--- src/hw/rtl/bloom_filter_four_hash_defines.svh ---
// ----------------------------------------------------------------------------
// Bloom filter assertion macros
// Shared assertion helpers for the Bloom filter modules. Each expects clk_i
// and rst_ni in scope.
// ----------------------------------------------------------------------------
`ifndef BLOOM_FILTER_FOUR_HASH_DEFINES_SVH
`define BLOOM_FILTER_FOUR_HASH_DEFINES_SVH

`ifndef SYNTHESIS
`define BFF_ASSERT_IMP(lbl, ante, cons) \
  lbl: assert property (@(posedge clk_i) disable iff (!rst_ni) (ante) |-> (cons)) \
    else $error("bloom filter check failed");
`define BFF_ASSERT_NEXT(lbl, ante, cons) \
  lbl: assert property (@(posedge clk_i) disable iff (!rst_ni) (ante) |=> (cons)) \
    else $error("bloom filter check failed");
`else
`define BFF_ASSERT_IMP(lbl, ante, cons)
`define BFF_ASSERT_NEXT(lbl, ante, cons)
`endif

`endif

--- src/hw/rtl/bff_pkg.sv ---
// ----------------------------------------------------------------------------
// Bloom filter package
// Types, constants and modular arithmetic helpers shared by the filter modules.
// ----------------------------------------------------------------------------
`default_nettype none

package bff_pkg;

  localparam int unsigned ModW      = 8;
  localparam int unsigned NumHash   = 4;
  localparam int unsigned NumWeight = 3;
  localparam int unsigned NumLane   = 7;

  typedef logic [ModW-1:0] mod_t;

  localparam mod_t TableSizeReset = mod_t'(100);

  // Index 0 belongs to the second hash, index 2 to the fourth.
  localparam logic [NumWeight-1:0][ModW-1:0] WeightMul  = {8'd21, 8'd30, 8'd19};
  localparam logic [NumWeight-1:0][ModW-1:0] HashOffset = {8'd3, 8'd7, 8'd1};

  localparam logic [2:0] MulStartStep = 3'd7;
  localparam logic [2:0] FinStartStep = 3'd2;

  typedef enum logic {
    CMD_INSERT = 1'b0,
    CMD_QUERY  = 1'b1
  } cmd_e;

  typedef struct packed {
    logic                     is_query;
    mod_t [NumHash-1:0]       idx;
  } job_t;

  function automatic mod_t mod_add(mod_t a, mod_t b, mod_t m);
    logic [ModW:0] s;
    s = {1'b0, a} + {1'b0, b};
    if (s >= {1'b0, m}) begin
      s = s - {1'b0, m};
    end
    return s[ModW-1:0];
  endfunction

  function automatic mod_t mod_step(mod_t acc, logic bit_in, mod_t y, mod_t m);
    mod_t dbl;
    mod_t add;
    dbl = mod_add(acc, acc, m);
    add = bit_in ? y : '0;
    return mod_add(dbl, add, m);
  endfunction

endpackage

`default_nettype wire

--- src/hw/rtl/bff_ram.sv ---
// ----------------------------------------------------------------------------
// Generic RAM
// One write port and one read port with registered read data.
// ----------------------------------------------------------------------------
`default_nettype none

module bff_ram #(
  parameter int unsigned WIDTH = 1,
  parameter int unsigned DEPTH = 128
) (
  input  logic                     clk_i,
  input  logic                     we_i,
  input  logic [$clog2(DEPTH)-1:0] waddr_i,
  input  logic [WIDTH-1:0]         wdata_i,
  input  logic                     re_i,
  input  logic [$clog2(DEPTH)-1:0] raddr_i,
  output logic [WIDTH-1:0]         rdata_o
);

  logic [WIDTH-1:0] mem_q [DEPTH];

  always_ff @(posedge clk_i) begin
    if (we_i) begin
      mem_q[waddr_i] <= wdata_i;
    end
    if (re_i) begin
      rdata_o <= mem_q[raddr_i];
    end
  end

endmodule

`default_nettype wire

--- src/hw/rtl/bff_job_fifo.sv ---
// ----------------------------------------------------------------------------
// Bloom filter job queue
// Two-entry queue of finished hash index sets between the hash front end and
// the bit store sequencer.
// ----------------------------------------------------------------------------
`default_nettype none

module bff_job_fifo (
  input  logic          clk_i,
  input  logic          rst_ni,
  input  logic          wr_valid_i,
  output logic          wr_ready_o,
  input  bff_pkg::job_t wr_job_i,
  output logic          rd_valid_o,
  input  logic          rd_ready_i,
  output bff_pkg::job_t rd_job_o
);

  localparam int unsigned Depth = 2;
  localparam int unsigned PtrW  = $clog2(Depth);

  bff_pkg::job_t   mem_q [Depth];
  logic [PtrW-1:0] wr_ptr_q;
  logic [PtrW-1:0] rd_ptr_q;
  logic [PtrW:0]   count_q;
  logic            push;
  logic            pop;

  assign wr_ready_o = (count_q != (PtrW+1)'(Depth));
  assign rd_valid_o = (count_q != '0);
  assign rd_job_o   = mem_q[rd_ptr_q];
  assign push       = wr_valid_i && wr_ready_o;
  assign pop        = rd_valid_o && rd_ready_i;

  always_ff @(posedge clk_i) begin
    if (push) begin
      mem_q[wr_ptr_q] <= wr_job_i;
    end
  end

  always_ff @(posedge clk_i or negedge rst_ni) begin
    if (!rst_ni) begin
      wr_ptr_q <= '0;
      rd_ptr_q <= '0;
      count_q  <= '0;
    end else begin
      if (push) begin
        wr_ptr_q <= wr_ptr_q + PtrW'(1);
      end
      if (pop) begin
        rd_ptr_q <= rd_ptr_q + PtrW'(1);
      end
      if (push && !pop) begin
        count_q <= count_q + (PtrW+1)'(1);
      end else if (pop && !push) begin
        count_q <= count_q - (PtrW+1)'(1);
      end
    end
  end

endmodule

`default_nettype wire

--- src/hw/rtl/bff_front.sv ---
// ----------------------------------------------------------------------------
// Bloom filter hash front end
// Accepts key bytes and updates the four running hashes with seven modular
// multiply lanes that work one multiplier bit per cycle.
// ----------------------------------------------------------------------------
`default_nettype none
`include "bloom_filter_four_hash_defines.svh"

module bff_front #(
  parameter int unsigned MAX_BITS = 128
) (
  input  logic                clk_i,
  input  logic                rst_ni,
  input  logic                cfg_we_i,
  input  logic [7:0]          cfg_wdata_i,
  input  logic                store_ready_i,
  input  logic                in_valid_i,
  output logic                in_ready_o,
  input  logic                in_cmd_i,
  input  logic [7:0]          in_byte_i,
  input  logic                in_last_i,
  output logic                job_valid_o,
  input  logic                job_ready_i,
  output bff_pkg::job_t       job_o
);

  localparam bff_pkg::mod_t ModCap = bff_pkg::mod_t'((MAX_BITS > 255) ? 255 : MAX_BITS);

  typedef enum logic [1:0] {
    ST_IDLE,
    ST_MUL,
    ST_FIN,
    ST_PUSH
  } state_e;

  state_e            state_q;
  logic [2:0]        step_q;
  bff_pkg::mod_t     table_size_q;
  bff_pkg::mod_t     byte_q;
  logic              last_q;
  bff_pkg::cmd_e     cmd_q;
  bff_pkg::mod_t     sum_q  [bff_pkg::NumHash];
  bff_pkg::mod_t     w_q    [bff_pkg::NumWeight];
  bff_pkg::mod_t     acc_q  [bff_pkg::NumLane];
  bff_pkg::job_t     job_q;

  bff_pkg::mod_t     m;
  bff_pkg::mod_t     one;
  bff_pkg::mod_t     cfg_one;
  bff_pkg::mod_t     x_lane    [bff_pkg::NumLane];
  bff_pkg::mod_t     y_lane    [bff_pkg::NumLane];
  bff_pkg::mod_t     z_lane    [bff_pkg::NumLane];
  bff_pkg::mod_t     step_lane [bff_pkg::NumLane];
  bff_pkg::mod_t     res_lane  [bff_pkg::NumLane];

  always_comb begin
    if (table_size_q == '0) begin
      m = bff_pkg::mod_t'(1);
    end else if (table_size_q > ModCap) begin
      m = ModCap;
    end else begin
      m = table_size_q;
    end
    one     = (m == bff_pkg::mod_t'(1)) ? '0 : bff_pkg::mod_t'(1);
    cfg_one = (cfg_wdata_i <= 8'd1) ? '0 : bff_pkg::mod_t'(1);
  end

  always_comb begin
    for (int l = 0; l < bff_pkg::NumLane; l++) begin
      x_lane[l] = '0;
      y_lane[l] = one;
      z_lane[l] = '0;
    end
    if (state_q == ST_FIN) begin
      for (int k = 0; k < bff_pkg::NumWeight; k++) begin
        x_lane[k+1] = bff_pkg::HashOffset[k];
        z_lane[k+1] = sum_q[k+1];
      end
    end else begin
      x_lane[0] = byte_q;
      z_lane[0] = sum_q[0];
      for (int k = 0; k < bff_pkg::NumWeight; k++) begin
        x_lane[k+1] = byte_q;
        y_lane[k+1] = w_q[k];
        z_lane[k+1] = sum_q[k+1];
        x_lane[k+4] = bff_pkg::WeightMul[k];
        y_lane[k+4] = w_q[k];
      end
    end
    for (int l = 0; l < bff_pkg::NumLane; l++) begin
      step_lane[l] = bff_pkg::mod_step(acc_q[l], x_lane[l][step_q], y_lane[l], m);
      res_lane[l]  = bff_pkg::mod_add(step_lane[l], z_lane[l], m);
    end
  end

  assign in_ready_o  = (state_q == ST_IDLE) && store_ready_i;
  assign job_valid_o = (state_q == ST_PUSH);
  assign job_o       = job_q;

  always_ff @(posedge clk_i or negedge rst_ni) begin
    if (!rst_ni) begin
      state_q      <= ST_IDLE;
      step_q       <= '0;
      table_size_q <= bff_pkg::TableSizeReset;
      byte_q       <= '0;
      last_q       <= 1'b0;
      cmd_q        <= bff_pkg::CMD_INSERT;
      sum_q        <= '{default: '0};
      w_q          <= '{default: bff_pkg::mod_t'(1)};
      acc_q        <= '{default: '0};
      job_q        <= '0;
    end else begin
      case (state_q)
        ST_IDLE: begin
          if (in_valid_i && in_ready_o) begin
            byte_q  <= in_byte_i;
            last_q  <= in_last_i;
            cmd_q   <= bff_pkg::cmd_e'(in_cmd_i);
            acc_q   <= '{default: '0};
            step_q  <= bff_pkg::MulStartStep;
            state_q <= ST_MUL;
          end
        end
        ST_MUL: begin
          acc_q  <= step_lane;
          step_q <= step_q - 3'd1;
          if (step_q == '0) begin
            for (int h = 0; h < bff_pkg::NumHash; h++) begin
              sum_q[h] <= res_lane[h];
            end
            for (int k = 0; k < bff_pkg::NumWeight; k++) begin
              w_q[k] <= res_lane[k+4];
            end
            if (last_q) begin
              acc_q   <= '{default: '0};
              step_q  <= bff_pkg::FinStartStep;
              state_q <= ST_FIN;
            end else begin
              state_q <= ST_IDLE;
            end
          end
        end
        ST_FIN: begin
          acc_q  <= step_lane;
          step_q <= step_q - 3'd1;
          if (step_q == '0) begin
            job_q.is_query <= (cmd_q == bff_pkg::CMD_QUERY);
            job_q.idx[0]   <= sum_q[0];
            for (int k = 0; k < bff_pkg::NumWeight; k++) begin
              job_q.idx[k+1] <= res_lane[k+1];
            end
            sum_q   <= '{default: '0};
            w_q     <= '{default: one};
            state_q <= ST_PUSH;
          end
        end
        ST_PUSH: begin
          if (job_ready_i) begin
            state_q <= ST_IDLE;
          end
        end
        default: begin
          state_q <= ST_IDLE;
        end
      endcase
      if (cfg_we_i) begin
        table_size_q <= cfg_wdata_i;
        sum_q        <= '{default: '0};
        w_q          <= '{default: cfg_one};
      end
    end
  end

  `BFF_ASSERT_IMP(a_sums_below_modulus, state_q == ST_IDLE, (sum_q[0] < m) && (sum_q[1] < m) && (sum_q[2] < m) && (sum_q[3] < m))
  `BFF_ASSERT_IMP(a_job_idx_below_modulus, job_valid_o, (job_q.idx[0] < m) && (job_q.idx[1] < m) && (job_q.idx[2] < m) && (job_q.idx[3] < m))
  `BFF_ASSERT_NEXT(a_busy_after_accept, in_valid_i && in_ready_o, !in_ready_o)

endmodule

`default_nettype wire

--- src/hw/rtl/bff_back.sv ---
// ----------------------------------------------------------------------------
// Bloom filter bit store sequencer
// Clears the bit store after reset, then sets or tests the four indexes of
// each job one per cycle and registers the result.
// ----------------------------------------------------------------------------
`default_nettype none
`include "bloom_filter_four_hash_defines.svh"

module bff_back #(
  parameter int unsigned MAX_BITS = 128
) (
  input  logic          clk_i,
  input  logic          rst_ni,
  output logic          store_ready_o,
  input  logic          job_valid_i,
  output logic          job_ready_o,
  input  bff_pkg::job_t job_i,
  output logic          out_valid_o,
  input  logic          out_ready_i,
  output logic          out_hit_o,
  output logic          out_ins_o
);

  localparam int unsigned StoreDepth = (MAX_BITS > 256) ? 256 : MAX_BITS;
  localparam int unsigned AddrW      = $clog2(StoreDepth);
  localparam int unsigned HashW      = $clog2(bff_pkg::NumHash);

  typedef enum logic [2:0] {
    ST_CLEAR,
    ST_IDLE,
    ST_RUN,
    ST_LAST,
    ST_OUT
  } state_e;

  state_e           state_q;
  logic [AddrW-1:0] clr_addr_q;
  bff_pkg::job_t    job_q;
  logic [HashW-1:0] k_q;
  logic             all_set_q;
  logic             rd_pend_q;
  logic             out_valid_q;
  logic             out_hit_q;
  logic             out_ins_q;

  logic             ram_we;
  logic [AddrW-1:0] ram_waddr;
  logic             ram_wdata;
  logic             ram_re;
  logic [AddrW-1:0] cur_addr;
  logic             ram_rdata;
  logic             hit_now;

  assign cur_addr  = job_q.idx[k_q][AddrW-1:0];
  assign ram_we    = (state_q == ST_CLEAR) || ((state_q == ST_RUN) && !job_q.is_query);
  assign ram_waddr = (state_q == ST_CLEAR) ? clr_addr_q : cur_addr;
  assign ram_wdata = (state_q != ST_CLEAR);
  assign ram_re    = (state_q == ST_RUN) && job_q.is_query;
  assign hit_now   = all_set_q && (!rd_pend_q || ram_rdata);

  assign store_ready_o = (state_q != ST_CLEAR);
  assign job_ready_o   = (state_q == ST_IDLE);
  assign out_valid_o   = out_valid_q;
  assign out_hit_o     = out_hit_q;
  assign out_ins_o     = out_ins_q;

  bff_ram #(
    .WIDTH (1),
    .DEPTH (StoreDepth)
  ) u_store (
    .clk_i   (clk_i),
    .we_i    (ram_we),
    .waddr_i (ram_waddr),
    .wdata_i (ram_wdata),
    .re_i    (ram_re),
    .raddr_i (cur_addr),
    .rdata_o (ram_rdata)
  );

  always_ff @(posedge clk_i or negedge rst_ni) begin
    if (!rst_ni) begin
      state_q     <= ST_CLEAR;
      clr_addr_q  <= '0;
      job_q       <= '0;
      k_q         <= '0;
      all_set_q   <= 1'b0;
      rd_pend_q   <= 1'b0;
      out_valid_q <= 1'b0;
      out_hit_q   <= 1'b0;
      out_ins_q   <= 1'b0;
    end else begin
      if (out_valid_q && out_ready_i) begin
        out_valid_q <= 1'b0;
      end
      case (state_q)
        ST_CLEAR: begin
          clr_addr_q <= clr_addr_q + AddrW'(1);
          if (clr_addr_q == AddrW'(StoreDepth - 1)) begin
            state_q <= ST_IDLE;
          end
        end
        ST_IDLE: begin
          if (job_valid_i) begin
            job_q     <= job_i;
            k_q       <= '0;
            all_set_q <= 1'b1;
            rd_pend_q <= 1'b0;
            state_q   <= ST_RUN;
          end
        end
        ST_RUN: begin
          k_q       <= k_q + HashW'(1);
          rd_pend_q <= job_q.is_query;
          all_set_q <= hit_now;
          if (k_q == HashW'(bff_pkg::NumHash - 1)) begin
            state_q <= ST_LAST;
          end
        end
        ST_LAST: begin
          all_set_q <= hit_now;
          rd_pend_q <= 1'b0;
          state_q   <= ST_OUT;
        end
        ST_OUT: begin
          if (!out_valid_q || out_ready_i) begin
            out_valid_q <= 1'b1;
            out_hit_q   <= job_q.is_query && all_set_q;
            out_ins_q   <= !job_q.is_query;
            state_q     <= ST_IDLE;
          end
        end
        default: begin
          state_q <= ST_IDLE;
        end
      endcase
    end
  end

  `BFF_ASSERT_IMP(a_insert_never_hits, out_valid_o && out_ins_o, !out_hit_o)
  `BFF_ASSERT_IMP(a_no_job_while_clearing, state_q == ST_CLEAR, !job_ready_o && !store_ready_o)
  `BFF_ASSERT_IMP(a_read_only_for_query, rd_pend_q, job_q.is_query)

endmodule

`default_nettype wire

--- src/hw/rtl/bloom_filter_four_hash.sv ---
// ----------------------------------------------------------------------------
// Bloom filter with four hashes
// Top level: hash front end, job queue and bit store sequencer.
// ----------------------------------------------------------------------------
// Keys stream in one byte per transfer, and the byte with tlast closes the key
// and yields one result transfer. Each byte is taken by the hash front end and
// then run through the seven bit-serial modular multiply lanes, which step
// through the byte one bit per cycle. The closing byte then forms the offset
// hashes and hands the index set to the queue. The bit store sequencer makes
// one store port access per index of each key, and runs alongside the next
// key's bytes. After reset the bit store is cleared one entry per cycle, all
// min(MAX_BITS, 256) entries, with tready low.
// ----------------------------------------------------------------------------
`default_nettype none

module bloom_filter_four_hash #(
  parameter int unsigned MAX_BITS = 128
) (
  input  logic       clk_i,
  input  logic       rst_ni,
  input  logic       cfg_we_i,
  input  logic [7:0] cfg_wdata_i,    // table_size
  input  logic       s_axis_tvalid,
  output logic       s_axis_tready,
  input  logic [7:0] s_axis_tdata,   // key_byte
  input  logic       s_axis_tlast,
  input  logic       s_axis_tuser,   // cmd
  output logic       m_axis_tvalid,
  input  logic       m_axis_tready,
  output logic [7:0] m_axis_tdata,   // maybe_present, then zero fill
  output logic       m_axis_tuser    // was_insert
);

  logic          store_ready;
  logic          fe_job_valid;
  logic          fe_job_ready;
  bff_pkg::job_t fe_job;
  logic          be_job_valid;
  logic          be_job_ready;
  bff_pkg::job_t be_job;
  logic          out_hit;

  bff_front #(
    .MAX_BITS (MAX_BITS)
  ) u_front (
    .clk_i         (clk_i),
    .rst_ni        (rst_ni),
    .cfg_we_i      (cfg_we_i),
    .cfg_wdata_i   (cfg_wdata_i),
    .store_ready_i (store_ready),
    .in_valid_i    (s_axis_tvalid),
    .in_ready_o    (s_axis_tready),
    .in_cmd_i      (s_axis_tuser),
    .in_byte_i     (s_axis_tdata),
    .in_last_i     (s_axis_tlast),
    .job_valid_o   (fe_job_valid),
    .job_ready_i   (fe_job_ready),
    .job_o         (fe_job)
  );

  bff_job_fifo u_queue (
    .clk_i      (clk_i),
    .rst_ni     (rst_ni),
    .wr_valid_i (fe_job_valid),
    .wr_ready_o (fe_job_ready),
    .wr_job_i   (fe_job),
    .rd_valid_o (be_job_valid),
    .rd_ready_i (be_job_ready),
    .rd_job_o   (be_job)
  );

  bff_back #(
    .MAX_BITS (MAX_BITS)
  ) u_back (
    .clk_i         (clk_i),
    .rst_ni        (rst_ni),
    .store_ready_o (store_ready),
    .job_valid_i   (be_job_valid),
    .job_ready_o   (be_job_ready),
    .job_i         (be_job),
    .out_valid_o   (m_axis_tvalid),
    .out_ready_i   (m_axis_tready),
    .out_hit_o     (out_hit),
    .out_ins_o     (m_axis_tuser)
  );

  assign m_axis_tdata = {7'b0, out_hit};

endmodule

`default_nettype wire
--- config.mk ---
export PLATFORM = sky130hd
export DESIGN_NAME = bloom_filter_four_hash
export DESIGN_NICKNAME = d
export VERILOG_FILES = /design/src/hw/rtl/bff_pkg.sv /design/src/hw/rtl/bff_ram.sv /design/src/hw/rtl/bff_job_fifo.sv /design/src/hw/rtl/bff_front.sv /design/src/hw/rtl/bff_back.sv /design/src/hw/rtl/bloom_filter_four_hash.sv
export VERILOG_INCLUDE_DIRS = /design/src /design/src/hw/rtl
export SDC_FILE = /design/constraint.sdc
export NUM_CORES = 1
export LEC_CHECK = 0
export ABC_AREA = 1
export BUFFER_PORTS_ARGS = -buffer_cell sky130_fd_sc_hd__buf_2
export CAP_MARGIN = 20
export CORE_MARGIN = 3
export CORE_UTILIZATION = 59
export CTS_CLUSTER_SIZE = 40
export DETAILED_ROUTE_END_ITERATION = 6
export PLACE_DENSITY = 0.86
export SLEW_MARGIN = 25
export SYNTH_ARGS = -nofsm -noshare
export SYNTH_HDL_FRONTEND = slang
export SYNTH_SLANG_ARGS = --single-unit
export TNS_END_PERCENT = 30
--- constraint.sdc ---
create_clock -name clk_i -period 9.51 [get_ports clk_i]
set_input_delay 1.902 -clock clk_i [delete_from_list [all_inputs] [get_ports clk_i]]
set_output_delay 1.902 -clock clk_i [all_outputs]
set_load 0.01 [all_outputs]
==> results.json, run 1 <==
{
  "worstPathMaxFanout": 15,
  "grt.overflow.total": 0,
  "clk_latency_ns": 0.60,
  "h-tree-depth": 2,
  "status": "finished, final reports clean",
  "clock.fmax_mhz": 113,
  "antenna_found_initial": 1,
  "drc_errors": 0,
  "yosysWarnings": 0,
  "synth_area_leader_cell": "edfxtp_1",
  "endpoint_kind": "flop",
  "cts-root-buf": "clkbuf_16",
  "slew_violations": 0,
  "worst_pin_slew_ns": 1.02,
  "track_usage_pct": 29.5,
  "dr_wl_met2_um": 34900,
  "r2r-end": "u_front.sum_q[18]",
  "r2r_cells": 45,
  "cts_resized": 0,
  "cts-buffers-inserted": 44,
  "crit_top_cell": "nand2_1",
  "hold_buffers": 0,
  "slowest_stage": "o21ai_0",
  "cp.required_ns": 9.99,
  "grt_pass1_vias": 24487,
  "vias": 25231,
  "cts.clk_slew.worst_paths_ns": 0.06,
  "drt-total-wl_um": 75500,
  "final_common_cell": "nand2_1",
  "fin_setup_tns_ns": 0,
  "rows": 80,
  "finClkSkew_ns": 0.0263,
  "synth_seq_area_share_pct": 38.2,
  "wl_met3_um": 6980,
  "viasPerCell": 5.90,
  "grt_max_degree": 95,
  "worstPathArrival_ns": 9.30,
  "cpPeakStageDelay_ns": 0.60,
  "syn_area_per_cell_um2": 7.94,
  "finalCriticalPeriod_ns": 8.82,
  "io_buffers": 26,
  "hold_ws_ns": 0.472,
  "max-cap-violations": 0,
  "grt_pass1_wl_um": 122000,
  "final_cell_mix": "nand2_1, inv_1, nor2_1, ha_1, o21ai_0",
  "hold_start": "u_front.job_o[5]",
  "gp_congestion": 0.956,
  "core_area_um2": 47900,
  "start_util_pct": 59.9,
  "crit_type": "flop to flop",
  "cts_tree": "done",
  "first_iter_violations": 2445,
  "setup_viol": 0,
  "rsz0062_at_grt": "no",
  "synth-main-ff-cell": "dfrtp_1",
  "synth.area.top_cells": "edfxtp_1, dfrtp_1, ha_1, nand2_1, inv_1",
  "antenna_left": 0,
  "synth_area_um2": 28700,
  "wl_per_cell_um": 17.7,
  "hold_viol": 0,
  "ys_ff_latch": 401,
  "met1_length_um": 29900,
  "netlist.area_leader.share_pct": 19.6,
  "fp.dieW_um": 227,
  "post-dp-hpwl_um": 52300,
  "r2r_slack_ns": 0.69,
  "highest_layer": "met5",
  "ioPinCount": 34,
  "r2r-start": "u_front.table_size_q[1]",
  "clock_sinks": 401,
  "async_flop_share_pct": 53.4,
  "synth_cell_types": 64,
  "ctsLongestPathBuffers": 3,
  "holdCritPathClass": "flop to flop",
  "synthToLayoutAreaGrowth_pct": 7.99,
  "syn_inst": 3618,
  "min_delay_path_depth": 0,
  "die_height_um": 227,
  "hold_path_end": "u_queue.mem_q[1][5]",
  "start_kind": "flop",
  "dr.pass1.iters": 7,
  "synth-edff-count": 187,
  "post_cts_buffers": 0,
  "final_nets": 3945,
  "drive_above_1_share_pct": 6.55,
  "die-area_um2": 51400,
  "slew_headroom_pct": 32.0,
  "timing.final.crit_share_pct": 92.7
}
[sequential cells by signal (all words and copies together), names as in the netlist, 2 cells and up, named ones only]
name	flops
u_back.u_store.mem_q	128
u_queue.mem_q	58
u_front.acc_q	56
u_front.sum_q	32
u_back.job_q	29
u_front.job_o	29
u_front.w_q	24
u_front.byte_q	8
u_front.table_size_q	8
u_back.clr_addr_q	7
u_back.state_q	3
u_front.step_q	3
u_back.k_q	2
u_queue.count_q	2
[how the worst max path moves through the flow]
stage / from / to / slack (ns) / cells past startpoint
after global placement: u_front.table_size_q[1] / u_front.job_o[20] / 0.86 / 50
after CTS: u_front.table_size_q[1] / u_front.sum_q[1] / 0.45 / 44
final: u_front.table_size_q[1] / u_front.sum_q[18] / 0.69 / 45
after floorplan: u_front.table_size_q[7] / u_front.sum_q[9] / 0.30 / 49
after detailed placement: u_front.table_size_q[1] / u_front.sum_q[9] / 0.53 / 49
after global routing: u_front.state_q[0] / u_front.sum_q[1] / 0.02 / 47
[per-layer routing]
metal	track usage [%]	vias up
met1	37.5	11761
met5	0	-
met3	5.84	294
met4	14.0	2
li1	-	12013
met2	48.6	1161
[stage by stage]
stage	area (um2)	cells	worst slack, ns	util (%)
floorplan	28700	3624	0.303	-
global placement	29500	4196	0.859	61.5
detailed placement	29500	4196	0.528	61.5
CTS	31000	4278	0.453	64.6
global route	31000	4278	0.0217	64.7
finish	31000	4279	0.693	64.7
[synthesized netlist by cell type (all sizes together) (17+ instances only)]
cell,n
a21oi,201
a31oi,41
buf,47
clkbuf,58
dfrtp,208
edfxtp,187
fa,31
ha,264
inv,472
nand2,763
nand3,193
nand4,35
nor2,409
nor3,43
o211ai,38
o21ai,281
o21bai,17
o22ai,35
or2,41
xnor2,66
xor2,105
[worst max-delay path: cells and delay by family (launching register included)]
family	cells	cell delay, ns
fa+ha+maj	6	1.90
xor+xnor	2	0.43
compound gates	12	2.78
flops	1	0.38
simple gates	17	2.43
buf+inv	8	0.79
[layout make-up]
type	count	area, um2
Fill cell	3881	16900
Multi-Input combinational cell	2640	15600
Sequential cell	401	11000
Inverter	478	1800
Clock buffer	55	1180
Tap cell	615	769
Timing Repair Buffer	62	410
Clock inverter	27	307
Antenna cell	1	2.50
[cells by family after synthesis]
group	after synthesis	share of synthesized area, %
simple gates	1511	22.0
compound gates	648	12.6
buf+inv	583	7.94
flops	401	38.2
fa+ha+maj	295	13.7
xor+xnor	171	5.21
mux	8	0.314
other cells	1	0.0131
Power of run 1 is left out: the tool's default activity adds up to more than one toggle a clock period on the data nets, which glitch-free logic cannot reach.
==> run 2, diff against run 1 <==
--- a/config.mk
+++ b/config.mk
@@ -8,12 +8,13 @@
 export LEC_CHECK = 0
 export ABC_AREA = 1
 export BUFFER_PORTS_ARGS = -buffer_cell sky130_fd_sc_hd__buf_2
-export CAP_MARGIN = 20
+export CAP_MARGIN = 0
 export CORE_MARGIN = 3
-export CORE_UTILIZATION = 59
+export CORE_UTILIZATION = 60
+export CTS_BUF_LIST = sky130_fd_sc_hd__clkbuf_4 sky130_fd_sc_hd__clkbuf_8
 export CTS_CLUSTER_SIZE = 40
 export DETAILED_ROUTE_END_ITERATION = 6
-export PLACE_DENSITY = 0.86
+export PLACE_DENSITY = 0.87
 export SLEW_MARGIN = 25
 export SYNTH_ARGS = -nofsm -noshare
 export SYNTH_HDL_FRONTEND = slang
==> run 2 against run 1 <==
  * Sequential cell count is the same
  * Die area shrank 1.6%
  * Highest routed layer is now met4
  * Non-clock buffer count is 3 lower
  * First-iteration DRC count down 4.2%
  * Cell count rose by 0.65%
  * Sequential share of layout area is 0.19 points higher
==> results.json, run 2 (synthesized netlist as in run 1, its figures left out) <==
{
  "ctsLongestPathBuffers": 3,
  "cts.clk_slew.worst_paths_ns": 0.06,
  "io_buffers": 26,
  "viasPerCell": 5.79,
  "dp_slack_ns": 0.574,
  "slowest_stage": "buf_4",
  "dpl_cell_area_um2": 29400,
  "fin_area_um2": 30900,
  "cts-root-buf": "clkbuf_8",
  "final_nets": 3966,
  "gp_congestion": 0.948,
  "grt.overflow.total": 0,
  "largest_reg_flops": 128,
  "timing.final.crit_share_pct": 92.2,
  "antenna_cells": 0,
  "post-dp-hpwl_um": 51500,
  "worstPathMaxFanout": 20,
  "status": "finished, final reports clean",
  "final_common_cell": "nand2_1",
  "crit_type": "flop to flop",
  "startpoint": "u_front.table_size_q[7]",
  "worstPathArrival_ns": 9.30,
  "hold_viol": 0,
  "finalCriticalPeriod_ns": 8.76,
  "worst_pin_slew_ns": 0.981,
  "hold_start": "u_back.u_store.rdata_o",
  "clock_sinks": 401,
  "vias": 24938,
  "cp.required_ns": 10.05,
  "drc_errors": 0,
  "die-area_um2": 50500,
  "cpPeakStageDelay_ns": 0.45,
  "core_area_um2": 47000,
  "r2r_cells": 46,
  "slew_violations": 0,
  "r2r_slack_ns": 0.75,
  "first_iter_violations": 2343,
  "finClkSkew_ns": 0.0317,
  "grt_pass1_vias": 24217,
  "h-tree-depth": 3,
  "drt-total-wl_um": 74400,
  "grt_pass1_wl_um": 120000,
  "rows": 79,
  "antenna_left": 0,
  "reg.largest.list": "u_back.u_store.mem_q (128), u_queue.mem_q (58), u_front.acc_q (56)",
  "antenna_found_initial": 0,
  "cts-buffers-inserted": 68,
  "ioPinCount": 34,
  "clock.fmax_mhz": 114,
  "grt_max_degree": 88,
  "dr.pass1.iters": 5,
  "top_register": "u_back.u_store.mem_q",
  "fin_util_pct": 65.7,
  "start_kind": "flop",
  "die_height_um": 225,
  "cts_tree": "done",
  "slew_headroom_pct": 34.4,
  "layout_setup_ws_ns": 0.745,
  "fillers": 3771,
  "drive_above_1_share_pct": 7.59,
  "rsz0062_at_grt": "yes",
  "wl_per_cell_um": 17.3,
  "r2r-start": "u_front.table_size_q[7]",
  "track_usage_pct": 29.4,
  "synthToLayoutAreaGrowth_pct": 7.41,
  "post_cts_buffers": 0,
  "clk_latency_ns": 0.67,
  "start_util_pct": 61.2,
  "max-cap-violations": 0,
  "holdCritPathClass": "flop to flop",
  "endpoint_kind": "flop",
  "final_cell_mix": "nand2_1, inv_1, nor2_1, ha_1, o21ai_0",
  "min_delay_path_depth": 2,
  "fp.dieW_um": 225,
  "setup_viol": 0
}
## run 2: critical path: cells and delay by family, from the launching register on
kind,cells,cell delay [ns]
AO/OA/AOI/OAI,12,2.46
flip-flops,1,0.43
adder cells (fa/ha/maj),5,1.68
buffers and inverters,9,1.22
XOR/XNOR,2,0.38
AND/OR/NAND/NOR,18,2.48
## run 2: worst paths after layout
path	to
worst max-delay path	u_front.job_o[10]
max in group asynchronous	u_back.out_hit_o
min in group asynchronous	u_front.acc_q[54]
worst max register to register	u_front.job_o[10]
worst min register to register	u_back.all_set_q
worst min-delay path	u_back.all_set_q
## run 2: what timing repair did
action / in CTS / in global routing
gates resized for setup: 0 / 12
endpoints found under the setup margin: 0 / 44
hold buffers: 0 / 0
## run 2: per-stage QoR
stage	TNS [ns]	hold slack (ns)	std cells
after floorplan	0	0.441	3624
after global placement	0	0.448	4185
after detailed placement	0	0.458	4185
after CTS	0	0.473	4307
after global routing	-0.129	0.481	4307
final	0	0.469	4307
## run 2: per-layer routing
layer  GRT usage (%)  up-vias  routed length, um
li1                -    12064                  -
met1            37.7    11553              29800
met4            14.0        0               3670
met3            5.85      272               6540
met2            48.3     1049              34300
met5               0        -                  0
## run 2: layout make-up
| class | instances | area [um2] | area share [%] |
|---|---|---|---|
| Clock buffer | 99 | 1190 | 3.87 |
| Clock inverter | 23 | 185 | 0.600 |
| Inverter | 478 | 1800 | 5.83 |
| Multi-Input combinational cell | 2640 | 15500 | 50.4 |
| Sequential cell | 401 | 11000 | 35.6 |
| Tap cell | 607 | 759 | 2.46 |
| Timing Repair Buffer | 59 | 395 | 1.28 |
Power of run 2 is left out for the same reason.
